<file path="src/rtl/qsched_pkg.sv">
// Types and constants of the quantum scheduler with counting semaphores.
package qsched_pkg;

    // Fixed field widths.
    localparam int TASK_W     = 2;
    localparam int QUANT_W    = 8;
    localparam int SEM_W      = 8;
    localparam int TICK_W     = 32;
    localparam int MASK_W     = 4;
    localparam int CFG_IDX_W  = 3;
    localparam int CFG_DATA_W = 8;

    // Configuration register map: priorities of the tasks start at this index.
    localparam logic [CFG_IDX_W-1:0] CFG_PRIO_BASE = 3'd0;

    // Reset values of the configuration registers.
    localparam logic [QUANT_W-1:0] PRIO_RESET [4] = '{8'd15, 8'd5, 8'd3, 8'd3};
    localparam logic signed [SEM_W-1:0] SEM_INIT_RESET [2] = '{8'sd1, 8'sd1};

    // Semaphore ceiling.
    localparam logic signed [SEM_W-1:0] SEM_MAX = 8'sd127;

    // Command codes.
    typedef enum logic [1:0] {
        CMD_TICK  = 2'd0,
        CMD_SCHED = 2'd1,
        CMD_P     = 2'd2,
        CMD_V     = 2'd3
    } cmd_e;

    // One input word.
    typedef struct packed {
        cmd_e command;
        logic sem_index;
    } sched_in_t;

    // One result word.
    typedef struct packed {
        logic [TASK_W-1:0]       running_task;
        logic                    idle;
        logic [MASK_W-1:0]       blocked_mask;
        logic signed [SEM_W-1:0] sem_count;
        logic                    woke;
        logic [TASK_W-1:0]       woken_task;
        logic [TICK_W-1:0]       elapsed_ticks;
    } sched_out_t;

endpackage

</file>
<file path="src/rtl/quantum_scheduler_with_semaphores.sv">
// Top level of the quantum scheduler with counting semaphores.
// The block takes one command word at a time (tick, schedule, semaphore P or V) and
// returns one result word per command. After the accept cycle a command applies its
// update in the execute state, then a single shared compare unit walks the tasks one per
// cycle to find the unblocked task with the largest quantum (lowest index on a tie).
// When a reschedule finds no quantum left, a refill pass (one task per cycle) and a
// second walk follow. cmd_ready stays low until the result has been handed to the output
// register. A finished result waits in the output register, so the next command is
// accepted while it is pending. The semaphore counts load SEM_INIT_RESET at reset;
// writes to the initial-count register indices are accepted but have no effect.
module quantum_scheduler_with_semaphores
    import qsched_pkg::*;
#(
    parameter int NUM_TASKS  = 4,
    parameter int NUM_SEMS   = 2,
    parameter int WAIT_DEPTH = 16
) (
    input  logic                  clk,
    input  logic                  rst_n,
    input  logic                  cfg_we,
    input  logic [CFG_IDX_W-1:0]  cfg_index,
    input  logic [CFG_DATA_W-1:0] cfg_data,
    input  logic                  cmd_valid,
    output logic                  cmd_ready,
    input  sched_in_t             cmd,
    output logic                  res_valid,
    input  logic                  res_ready,
    output sched_out_t            res
);

    localparam int TID_W = (NUM_TASKS > 1) ? $clog2(NUM_TASKS) : 1;
    localparam int PTR_W = $clog2(WAIT_DEPTH);
    localparam logic [TID_W-1:0] LAST_TID = TID_W'(NUM_TASKS - 1);
    localparam logic [PTR_W-1:0] LAST_PTR = PTR_W'(WAIT_DEPTH - 1);
    localparam logic signed [SEM_W-1:0] SEM_FLOOR = SEM_W'(-WAIT_DEPTH);

    typedef enum logic [2:0] {
        ST_IDLE,
        ST_EXEC,
        ST_SCAN,
        ST_REFILL,
        ST_DONE
    } state_t;

    state_t                  state_reg, state_next;
    cmd_e                    cmd_reg, cmd_next;
    logic                    sidx_reg, sidx_next;
    logic                    sem_ok_reg, sem_ok_next;
    logic                    sched_reg, sched_next;
    logic                    refilled_reg, refilled_next;
    logic [TID_W-1:0]        idx_reg, idx_next;
    logic [QUANT_W-1:0]      best_reg, best_next;
    logic [TID_W-1:0]        best_idx_reg, best_idx_next;
    logic                    idle_reg, idle_next;
    logic                    woke_reg, woke_next;
    logic [TID_W-1:0]        woken_reg, woken_next;
    logic [QUANT_W-1:0]      quant_reg [NUM_TASKS];
    logic [QUANT_W-1:0]      quant_next [NUM_TASKS];
    logic [QUANT_W-1:0]      prio_reg [NUM_TASKS];
    logic [QUANT_W-1:0]      prio_next [NUM_TASKS];
    logic [NUM_TASKS-1:0]    blocked_reg, blocked_next;
    logic [TID_W-1:0]        cur_reg, cur_next;
    logic signed [SEM_W-1:0] sem_reg [NUM_SEMS];
    logic signed [SEM_W-1:0] sem_next [NUM_SEMS];
    logic [PTR_W-1:0]        head_reg [NUM_SEMS];
    logic [PTR_W-1:0]        head_next [NUM_SEMS];
    logic [PTR_W-1:0]        tail_reg [NUM_SEMS];
    logic [PTR_W-1:0]        tail_next [NUM_SEMS];
    logic [TICK_W-1:0]       ticks_reg, ticks_next;
    logic                    res_valid_reg, res_valid_next;
    sched_out_t              res_reg, res_next;

    // Wait queues, one row per semaphore, with a registered read port.
    logic [TID_W-1:0]        wait_mem [NUM_SEMS][WAIT_DEPTH];
    logic [TID_W-1:0]        rd_data_reg;
    logic                    mem_we;
    logic                    in_sem_ok;
    logic                    in_sel;

    // Shared compare and decrement unit on one quantum read port.
    logic [TID_W-1:0]        q_addr;
    logic [QUANT_W-1:0]      q_rd;
    logic                    take;
    logic [QUANT_W-1:0]      scan_best;
    logic [TID_W-1:0]        scan_idx;
    logic signed [SEM_W-1:0] sem_cur;
    logic signed [SEM_W-1:0] sem_upd;

    assign cmd_ready = (state_reg == ST_IDLE);
    assign res_valid = res_valid_reg;
    assign res       = res_reg;

    // Semaphore index of the incoming word, forced in range for addressing.
    assign in_sem_ok = (32'(cmd.sem_index) < NUM_SEMS);
    assign in_sel    = in_sem_ok ? cmd.sem_index : 1'b0;

    assign q_addr    = (state_reg == ST_EXEC) ? cur_reg : idx_reg;
    assign q_rd      = quant_reg[q_addr];
    assign take      = !blocked_reg[idx_reg] && (q_rd > best_reg);
    assign scan_best = take ? q_rd : best_reg;
    assign scan_idx  = take ? idx_reg : best_idx_reg;
    assign sem_cur   = sem_reg[sidx_reg];

    // Queue memory: the write pushes the running task, the read fetches the head.
    always_ff @(posedge clk)
    begin
        if (mem_we)
        begin
            wait_mem[sidx_reg][tail_reg[sidx_reg]] <= cur_reg;
        end
        rd_data_reg <= wait_mem[in_sel][head_reg[in_sel]];
    end

    // Next-state logic of the sequencer and all of the scheduler state.
    always_comb
    begin
        state_next     = state_reg;
        cmd_next       = cmd_reg;
        sidx_next      = sidx_reg;
        sem_ok_next    = sem_ok_reg;
        sched_next     = sched_reg;
        refilled_next  = refilled_reg;
        idx_next       = idx_reg;
        best_next      = best_reg;
        best_idx_next  = best_idx_reg;
        idle_next      = idle_reg;
        woke_next      = woke_reg;
        woken_next     = woken_reg;
        quant_next     = quant_reg;
        prio_next      = prio_reg;
        blocked_next   = blocked_reg;
        cur_next       = cur_reg;
        sem_next       = sem_reg;
        head_next      = head_reg;
        tail_next      = tail_reg;
        ticks_next     = ticks_reg;
        res_valid_next = res_valid_reg;
        res_next       = res_reg;
        mem_we         = 1'b0;
        sem_upd        = sem_cur;

        // Priority writes; writes to the initial-count indices have no effect.
        if (cfg_we)
        begin
            for (int t = 0; t < NUM_TASKS; t++)
            begin
                if (cfg_index == CFG_IDX_W'(32'(CFG_PRIO_BASE) + t))
                begin
                    prio_next[t] = cfg_data;
                end
            end
        end

        // The result register empties when its word is taken.
        if (res_valid_reg && res_ready)
        begin
            res_valid_next = 1'b0;
        end

        case (state_reg)
            ST_IDLE:
            begin
                if (cmd_valid)
                begin
                    cmd_next    = cmd.command;
                    sidx_next   = in_sel;
                    sem_ok_next = in_sem_ok;
                    state_next  = ST_EXEC;
                end
            end

            ST_EXEC:
            begin
                sched_next    = 1'b0;
                woke_next     = 1'b0;
                woken_next    = '0;
                idx_next      = '0;
                best_next     = '0;
                best_idx_next = '0;
                refilled_next = 1'b0;
                state_next    = ST_SCAN;
                case (cmd_reg)
                    CMD_TICK:
                    begin
                        ticks_next = ticks_reg + 1'b1;
                        if (q_rd != '0)
                        begin
                            quant_next[cur_reg] = q_rd - 1'b1;
                        end
                        sched_next = 1'b1;
                    end
                    CMD_SCHED:
                    begin
                        sched_next = 1'b1;
                    end
                    CMD_P:
                    begin
                        if (sem_ok_reg && (sem_cur > SEM_FLOOR))
                        begin
                            sem_upd = sem_cur - 8'sd1;
                            sem_next[sidx_reg] = sem_upd;
                            if (sem_upd < 8'sd0)
                            begin
                                mem_we = 1'b1;
                                tail_next[sidx_reg] = (tail_reg[sidx_reg] == LAST_PTR) ?
                                    '0 : tail_reg[sidx_reg] + 1'b1;
                                for (int t = 0; t < NUM_TASKS; t++)
                                begin
                                    if (cur_reg == TID_W'(t))
                                    begin
                                        blocked_next[t] = 1'b1;
                                    end
                                end
                                sched_next = 1'b1;
                            end
                        end
                    end
                    CMD_V:
                    begin
                        if (sem_ok_reg)
                        begin
                            if (sem_cur < SEM_MAX)
                            begin
                                sem_upd = sem_cur + 8'sd1;
                            end
                            sem_next[sidx_reg] = sem_upd;
                            if (sem_upd <= 8'sd0)
                            begin
                                woken_next = rd_data_reg;
                                woke_next  = 1'b1;
                                head_next[sidx_reg] = (head_reg[sidx_reg] == LAST_PTR) ?
                                    '0 : head_reg[sidx_reg] + 1'b1;
                                for (int t = 0; t < NUM_TASKS; t++)
                                begin
                                    if (rd_data_reg == TID_W'(t))
                                    begin
                                        blocked_next[t] = 1'b0;
                                    end
                                end
                                sched_next = 1'b1;
                            end
                        end
                    end
                    default:
                    begin
                        state_next = ST_SCAN;
                    end
                endcase
            end

            // One task per cycle through the shared compare.
            ST_SCAN:
            begin
                best_next     = scan_best;
                best_idx_next = scan_idx;
                if (idx_reg == LAST_TID)
                begin
                    if (sched_reg && (scan_best == '0) && !refilled_reg)
                    begin
                        idx_next   = '0;
                        state_next = ST_REFILL;
                    end
                    else
                    begin
                        if (sched_reg && (scan_best != '0))
                        begin
                            cur_next = scan_idx;
                        end
                        idle_next  = (scan_best == '0);
                        state_next = ST_DONE;
                    end
                end
                else
                begin
                    idx_next = idx_reg + 1'b1;
                end
            end

            // Refill the unblocked tasks from their priorities, then pick again.
            ST_REFILL:
            begin
                if (!blocked_reg[idx_reg])
                begin
                    quant_next[idx_reg] = prio_reg[idx_reg];
                end
                if (idx_reg == LAST_TID)
                begin
                    idx_next      = '0;
                    best_next     = '0;
                    best_idx_next = '0;
                    refilled_next = 1'b1;
                    state_next    = ST_SCAN;
                end
                else
                begin
                    idx_next = idx_reg + 1'b1;
                end
            end

            // Hand the result to the output register once it is free.
            ST_DONE:
            begin
                if (!res_valid_reg || res_ready)
                begin
                    res_next.running_task  = TASK_W'(cur_reg);
                    res_next.idle          = idle_reg;
                    res_next.blocked_mask  = MASK_W'(blocked_reg);
                    res_next.sem_count     = sem_ok_reg ? sem_cur : 8'sd0;
                    res_next.woke          = woke_reg;
                    res_next.woken_task    = TASK_W'(woken_reg);
                    res_next.elapsed_ticks = ticks_reg;
                    res_valid_next         = 1'b1;
                    state_next             = ST_IDLE;
                end
            end

            default:
            begin
                state_next = ST_IDLE;
            end
        endcase
    end

    // State and registered outputs.
    always_ff @(posedge clk or negedge rst_n)
    begin
        if (!rst_n)
        begin
            state_reg     <= ST_IDLE;
            cmd_reg       <= CMD_TICK;
            sidx_reg      <= 1'b0;
            sem_ok_reg    <= 1'b0;
            sched_reg     <= 1'b0;
            refilled_reg  <= 1'b0;
            idx_reg       <= '0;
            best_reg      <= '0;
            best_idx_reg  <= '0;
            idle_reg      <= 1'b0;
            woke_reg      <= 1'b0;
            woken_reg     <= '0;
            blocked_reg   <= '0;
            cur_reg       <= '0;
            ticks_reg     <= '0;
            res_valid_reg <= 1'b0;
            res_reg       <= '0;
            for (int t = 0; t < NUM_TASKS; t++)
            begin
                quant_reg[t] <= '0;
                prio_reg[t]  <= PRIO_RESET[t];
            end
            for (int s = 0; s < NUM_SEMS; s++)
            begin
                sem_reg[s]  <= SEM_INIT_RESET[s];
                head_reg[s] <= '0;
                tail_reg[s] <= '0;
            end
        end
        else
        begin
            state_reg     <= state_next;
            cmd_reg       <= cmd_next;
            sidx_reg      <= sidx_next;
            sem_ok_reg    <= sem_ok_next;
            sched_reg     <= sched_next;
            refilled_reg  <= refilled_next;
            idx_reg       <= idx_next;
            best_reg      <= best_next;
            best_idx_reg  <= best_idx_next;
            idle_reg      <= idle_next;
            woke_reg      <= woke_next;
            woken_reg     <= woken_next;
            blocked_reg   <= blocked_next;
            cur_reg       <= cur_next;
            ticks_reg     <= ticks_next;
            res_valid_reg <= res_valid_next;
            res_reg       <= res_next;
            quant_reg     <= quant_next;
            prio_reg      <= prio_next;
            sem_reg       <= sem_next;
            head_reg      <= head_next;
            tail_reg      <= tail_next;
        end
    end

endmodule

</file>
<file path="config.mk">
export PLATFORM = sky130hd
export DESIGN_NAME = quantum_scheduler_with_semaphores
export DESIGN_NICKNAME = d
export VERILOG_FILES = /design/src/rtl/qsched_pkg.sv /design/src/rtl/quantum_scheduler_with_semaphores.sv
export SDC_FILE = /design/constraint.sdc
export NUM_CORES = 1
export LEC_CHECK = 0
export ABC_AREA = 1
export ABC_CLOCK_PERIOD_IN_PS = 5000
export BUFFER_PORTS_ARGS = -buffer_cell sky130_fd_sc_hd__buf_2
export CAP_MARGIN = 40
export CORE_MARGIN = 2
export CORE_UTILIZATION = 30
export DETAILED_ROUTE_END_ITERATION = 8
export PLACE_DENSITY_LB_ADDON = 0.08
export SLEW_MARGIN = 0
export SYNTH_ARGS = -nofsm -noshare
export SYNTH_HDL_FRONTEND = slang
export SYNTH_SLANG_ARGS = --single-unit
export TNS_END_PERCENT = 30
</file>
<file path="constraint.sdc">
create_clock -name clk -period 5 [get_ports clk]
set_input_delay 0.5 -clock clk [delete_from_list [all_inputs] [get_ports clk]]
set_output_delay 0.5 -clock clk [all_outputs]
set_load 0.02 [all_outputs]
</file>
* Word-level counts from Yosys, hierarchy flattened *
Memories as Yosys holds them, arrays and structs flattened.
Index checks and enable logic that the tools add are counted.
Widths: inputs -> output; s select.

storage, ports and cells
  bits in registers = 212
  memory bits (writable) = 64
  output and inout port bits = 52
  logic and storage cells = 261
  memories kept = 1

operators by class
  add/sub/neg operators = 7
  $lt $le $gt $ge = 17
  equal/unequal tests = 39
  multiplexer cells = 101
  bitwise gates (word level) = 8
  reduce and logical (&&, ||, !) cells = 47

memory list
  memory    words  bits a word  rd ports  clocked after memory_dff  wr ports  RTL line                                 text
  wait_mem  2      32           1         0                         1         quantum_scheduler_with_semaphores.sv:74  logic [TID_W-1:0] wait_mem [NUM_SEMS][WAIT_DEPTH];

operators by type and width
  cell                   count
  $mux 8                 17
  $mux 32                4
  $bwmux 32              2
  $mux 4                 16
  $pmux 32 s2            1
  $ne 2x2->1 const B     17
  $add 32x1->32 const B  1
  $bmux 8 s2             2
  $bwmux 16              2
  $demux 8 s2            2
  $mux 16                2
  $pmux 16 s2            1
  $reduce_and 8->1       4
  $mux 2                 12
  $pmux 8 s3             1
  $reduce_and 4->1       6
  $mux 1                 21
  $reduce_and 2->1       10
  $bwmux 8               2
  $reduce_bool 8->1      2
  $mux 3                 5
  $pmux 3 s5             1
  $eq 2x2->1 const B     7
  $eq 3x2->1 const B     4
  other kinds (46)       77

* Longest topological paths before layout *
  depth after elaboration = 15
  mapped depth = 27

* Worst setup path after synthesis *
No wires, ideal clock.

  path type = register to register
  start = reg cur_reg[0]
  end = reg idx_reg[0]
  arrival time = 3.131 ns
  setup slack = 1.752 ns
  cell stages (with the launch flop) = 24
  path buffers = 2
  cells stage by stage = dfrtp_1 -> nand4_1 -> nand2_2 -> buf_2 -> nand2_1 -> nand3_1 -> nand2_1 -> inv_1 -> ha_1 -> nand2_1 -> nor2_1 -> nand4_1 -> nand2_1 -> a21oi_1 -> buf_2 -> nand2_1 -> nand2_1 -> nand2_1 -> nor2_1 -> nand3_1 -> nand2_2 -> nand2_2 -> nand2_1 -> nand2_1

on the way
  word-level cells in the longest chain between the ends = 13

ends and longest elaborated chain
  element                                        RTL line                                  text
  from (decl)                                    quantum_scheduler_with_semaphores.sv:62   logic [TID_W-1:0] cur_reg, cur_next;
  from (signal assigned)                         quantum_scheduler_with_semaphores.sv:373  cur_reg <= cur_next;
  $mux 2 (*)                                     quantum_scheduler_with_semaphores.sv:97   assign q_addr = (state_reg == ST_EXEC) ? cur_reg : idx_reg;
  $not 2->3 (implied by the code) (*)            quantum_scheduler_with_semaphores.sv:98   assign q_rd = quant_reg[q_addr];
  $bmux 8 s2 (*)                                 quantum_scheduler_with_semaphores.sv:98
  $mux 8 (implied by the code) (*) (2 in a row)  quantum_scheduler_with_semaphores.sv:98
  $gt 8x8->1                                     quantum_scheduler_with_semaphores.sv:99   assign take = !blocked_reg[idx_reg] && (q_rd > best_reg);
  $logic_and 1x1->1                              quantum_scheduler_with_semaphores.sv:99
  $mux 8 (*)                                     quantum_scheduler_with_semaphores.sv:100  assign scan_best = take ? q_rd : best_reg;
  $logic_not 8->1 (*)                            quantum_scheduler_with_semaphores.sv:258  if (sched_reg && (scan_best == '0) && !refilled_reg)
  $logic_and 1x1->1 (*) (2 in a row)             quantum_scheduler_with_semaphores.sv:258
  $ne 3x3->1 (no source line) (*)                --
  $reduce_and 2->1 (no source line) (*)          --
  to (signal assigned)                           quantum_scheduler_with_semaphores.sv:366  idx_reg <= idx_next;
  to (decl)                                      quantum_scheduler_with_semaphores.sv:51   logic [TID_W-1:0] idx_reg, idx_next;

Mark *: on every way between the ends. The rest lies on a longest branch, timed or not. The select of a mux whose other input is x is not followed.
A chain may end at the register's enable or synchronous reset.

* Worst setup path in the final report *
  start = reg state_reg[2]
  end = reg idx_reg[0]

on the way
  word-level cells in the longest chain between the ends = 14
  elaborated cells between the ends (all ways) = 18

ends and longest elaborated chain
  element                                    RTL line                                                                           text
  from (decl)                                quantum_scheduler_with_semaphores.sv:45                                            state_t state_reg, state_next;
  from (signal assigned)                     quantum_scheduler_with_semaphores.sv:360                                           state_reg <= state_next;
  $eq 3x1->1                                 quantum_scheduler_with_semaphores.sv:97, quantum_scheduler_with_semaphores.sv:160
  $mux 2                                     quantum_scheduler_with_semaphores.sv:97
  $not 2->3 (implied by the code)            quantum_scheduler_with_semaphores.sv:98
  $bmux 8 s2                                 quantum_scheduler_with_semaphores.sv:98
  $mux 8 (implied by the code) (2 in a row)  quantum_scheduler_with_semaphores.sv:98
  $gt 8x8->1                                 quantum_scheduler_with_semaphores.sv:99
  $logic_and 1x1->1                          quantum_scheduler_with_semaphores.sv:99
  $mux 8                                     quantum_scheduler_with_semaphores.sv:100
  $logic_not 8->1                            quantum_scheduler_with_semaphores.sv:258
  $logic_and 1x1->1 (2 in a row)             quantum_scheduler_with_semaphores.sv:258
  $ne 3x3->1 (no source line)                --
  $reduce_and 2->1 (no source line)          --

Several ways; a longest one is shown, not always the timed one. The select of a mux whose other input is x is not followed.

==> results.md <==
* Main flop type after synthesis: dfrtp_1
* Min-delay worst type: primary input to asynchronous set/reset pin
* Setup Fix Bufs, Post-CTS at 0
* Port bufs at 70
* Clock Sinks at 276
* Die Y at 219 µm
* Sequential element share of the synthesized area at 52.3%
* Critical Path Sink: idx_reg[0]
* Leak at 0.00745 µW
* Worst Setup End Kind: flip-flop
* Detailed Routing Iterations Pass 1 at 6
* R2r endpoint: idx_reg[0]
* Synth async-reset ratio at 76.1%
* Required time of the critical path at about 5.4 ns
* Simple-gate portion of the synthesized area at between 20% and 30%
* First-pass GRT wire length at 61400 µm
* Clock slew at reported path FFs at roughly 0.06 ns
* Total gr overflow at 0
* Total CTS buffers at 35
* I/O pins at 71
* Main combinational cell family by area after synthesis: simple AND/OR/NAND/NOR gates
* Final RePlAce weighted congestion at 0.828
* Routed via count at 11000
* Netlist cell types at 53
* Post-synthesis cell area at 13800 µm²
* Clock root buffer: clkbuf_16
* Most common cell after layout, fill and taps aside: nand2_1
* Syn Inst Count at 1654
* Multiplexer share of the synthesized area at 0%
* Reg2Reg Launch Point: state_reg[2]
* Setup Viol. Count Final at 0
* Synth Area in XOR/XNOR at 2.40%
* Row count at 78
* Routed WL at 37600 µm
* Synth Register Bits at 276
* PD cells at 632 nW/µm²
* Crit-path cells: inv_2 > nand3_2 > nand2_2 > nand2_2 > nand2_1 > nand3_1 > nand2_1 > inv_1 > ha_1 > nand2_1 > nor2_1 > nand2_1 > a21oi_1 > nand2_1 > nand2_1 > nand2_1 > nor2_1 > nand3_1 > nand2_2 > nand2_2 > nand2_1 > nand2_1
* Setup tns final at 0 ns
* Startpoint types: flip-flop
* R2R cell count at 22
* ANT cells at 0
* # H-tree levels at 2
* CTS tree: yes
* RSZ-0062 raised after global routing: no
* Average size of a mapped cell at 8.37 µm²
* Fin crit share at 84.6%
* DR WL/cell at 16.0 µm
* Status: finished clean
* Share of layout cells above drive strength 1 at 12.5%
* Final instance area at 15900 µm²
* Vias in the first global route at 10900
* Synth warn at 0
* Number of hold buffers added after CTS at 0
* Post-route ant nets at 0
* Tmin final at 4.23 ns
* Post-cts sizing count at 0
* Pins Over Slew Limit at 0
* HPWL after detailed placement at about 27000 µm
* Yosys top cell by area: dfrtp_1
* Crit path kind: flip-flop to flip-flop
* Worst slew margin at between 40% and 50%
* Core footprint at 45500 µm²
* Crit path buffers/inverters at 2
* CP max-delay cell: a21oi_1
* EDFF count, synth at 64
* Synth Area in Adders at 1.99%
* Largest net degree at the start of global routing at roughly 110
* Largest stage delay, worst path at 0.64 ns
* Tightest Pin Transition at 0.847 ns
* Max reg flops at 64
* Area grow syn2layout at 15.2%
* Vias/cell at approximately 4.7
* Non-Filler Instances at 2349
* Worst R2R Setup Slack at 0.77 ns
* Compound-Gate Fraction of Synth Area at between 10% and 20%
* Clock latency on the worst-skew pair at 0.54 ns
* Initial core utilization at a little under a third
* Max Freq at 236 MHz
* Ranking of synthesized cells by area: dfrtp_1 (36%), nand2_1 (15%), edfxtp_1 (14%), o21ai_0 (4.5%), inv_1 (4.2%)
* Worst setup path start: state_reg[2]
* # Max-Cap Violations at 0
* VDD IR-drop max at between 0.2 and 0.25 mV
* Delay-heaviest family, CP: simple AND/OR/NAND/NOR gates
* Detailed Route Iter0 Violations at 766
* Die footprint at ~48000 µm²
* Synth Net Count at approximately 1700
* Worst path most repeated cell: nand2_1
* Inst Count DP at 2285
* Commonest non-fill, non-tap cells in the layout: nand2_1 (551), dfrtp_1 (197), inv_1 (154), o21ai_0 (124), nor2_1 (114)
* Die Wd at 219 µm
* Share of the synthesized area in the top cell type at 35.8%
* Initial antenna violation count at 0
* Worst-path fanout max at 16
* Net count, final at 1763
* Hold Fails Final Rpt at 0
* Clock Tree Buf Depth at 3
* Power Total at between 10000 and 15000 µW
* Final core occ at 35.1%
* DRC errors left at 0
* Crit path DAT at between 4 and 5 ns
* Clock Skews at slightly above 0.02 ns
* Cell Area, Placed at 14800 µm²
* Crit path depth at 22
* GRT Util Overall at 16.2%
==> cells by family after synthesis <==
group,Yosys count
buffers and inverters,219
AO/OA/AOI/OAI,249
XOR/XNOR,38
flip-flops,276
adder cells (fa/ha/maj),22
AND/OR/NAND/NOR,850
==> layout make-up <==
type | instances | area [µm²]
clock buffer | 55 | 1030
clock inverter | 9 | 113
fill | 4829 | 29500
inverter | 167 | 628
multi-input combinational | 1159 | 5720
sequential | 276 | 7230
tap | 600 | 751
timing repair buffer | 83 | 468
==> cells in the mapped netlist, types with 2 or more instances <==
library cell	instances
buf_6	6
clkinv_1	2
nand3_2	7
xor2_1	37
nand3_4	2
o21ai_2	6
nand2_1	551
o21ai_1	20
nor2_2	8
ha_1	22
nor2_4	5
a31oi_1	17
dfrtp_1	198
inv_1	155
edfxtp_1	64
o21ai_4	2
buf_4	2
o31ai_1	8
buf_1	2
nor4_1	4
dfstp_2	12
nor3_1	12
clkbuf_1	33
inv_2	9
dfxtp_1	2
nand3_1	103
nor2_1	114
nor3_2	4
o21ai_0	124
nand2_2	14
nand4_1	9
a221o_1	8
buf_2	9
a32o_1	7
nand2_4	3
or2_2	6
nand3b_1	2
o22ai_1	25
a21oi_1	26
==> per-layer routing <==
layer  track usage [%]  share of wire (%)
met2              26.1                 46
met3              2.51                3.9
met4              4.77                2.2
met1              22.5                 48
met5                 0                  0
==> worst min-delay path by stage <==
| stage | to | start | slack [ns] | depth (start not counted) |
|---|---|---|---|---|
| detailed placement | res[8] | res[8] | 0.46 | 2 |
| global route | sem_reg[6] | rst_n | 0.11 | 1 |
| finish | sem_reg[2] | rst_n | 0.04 | 1 |
| global placement | res[43] | res[43] | 0.45 | 2 |
| CTS | sem_reg[2] | rst_n | 0.05 | 1 |
| floorplan | best_idx_reg[0] | rst_n | 0.20 | 0 |
==> stage by stage <==
step                hold slack [ns]  setup slack (ns)
finish                       0.0408             0.768
global route                  0.108             0.277
CTS                          0.0540             0.744
detailed placement            0.459             0.751
global placement              0.453             0.914
floorplan                     0.204              1.75
==> report_power, final <==
part	total [µW]	internal (µW)	switching [µW]	leakage [µW]
sequential	3320	2910	403	0.00331
clock	2530	1530	1000	0.000560
combinational	4230	1290	2940	0.00358
No activity file was read; power rests on OpenSTA's default activity.
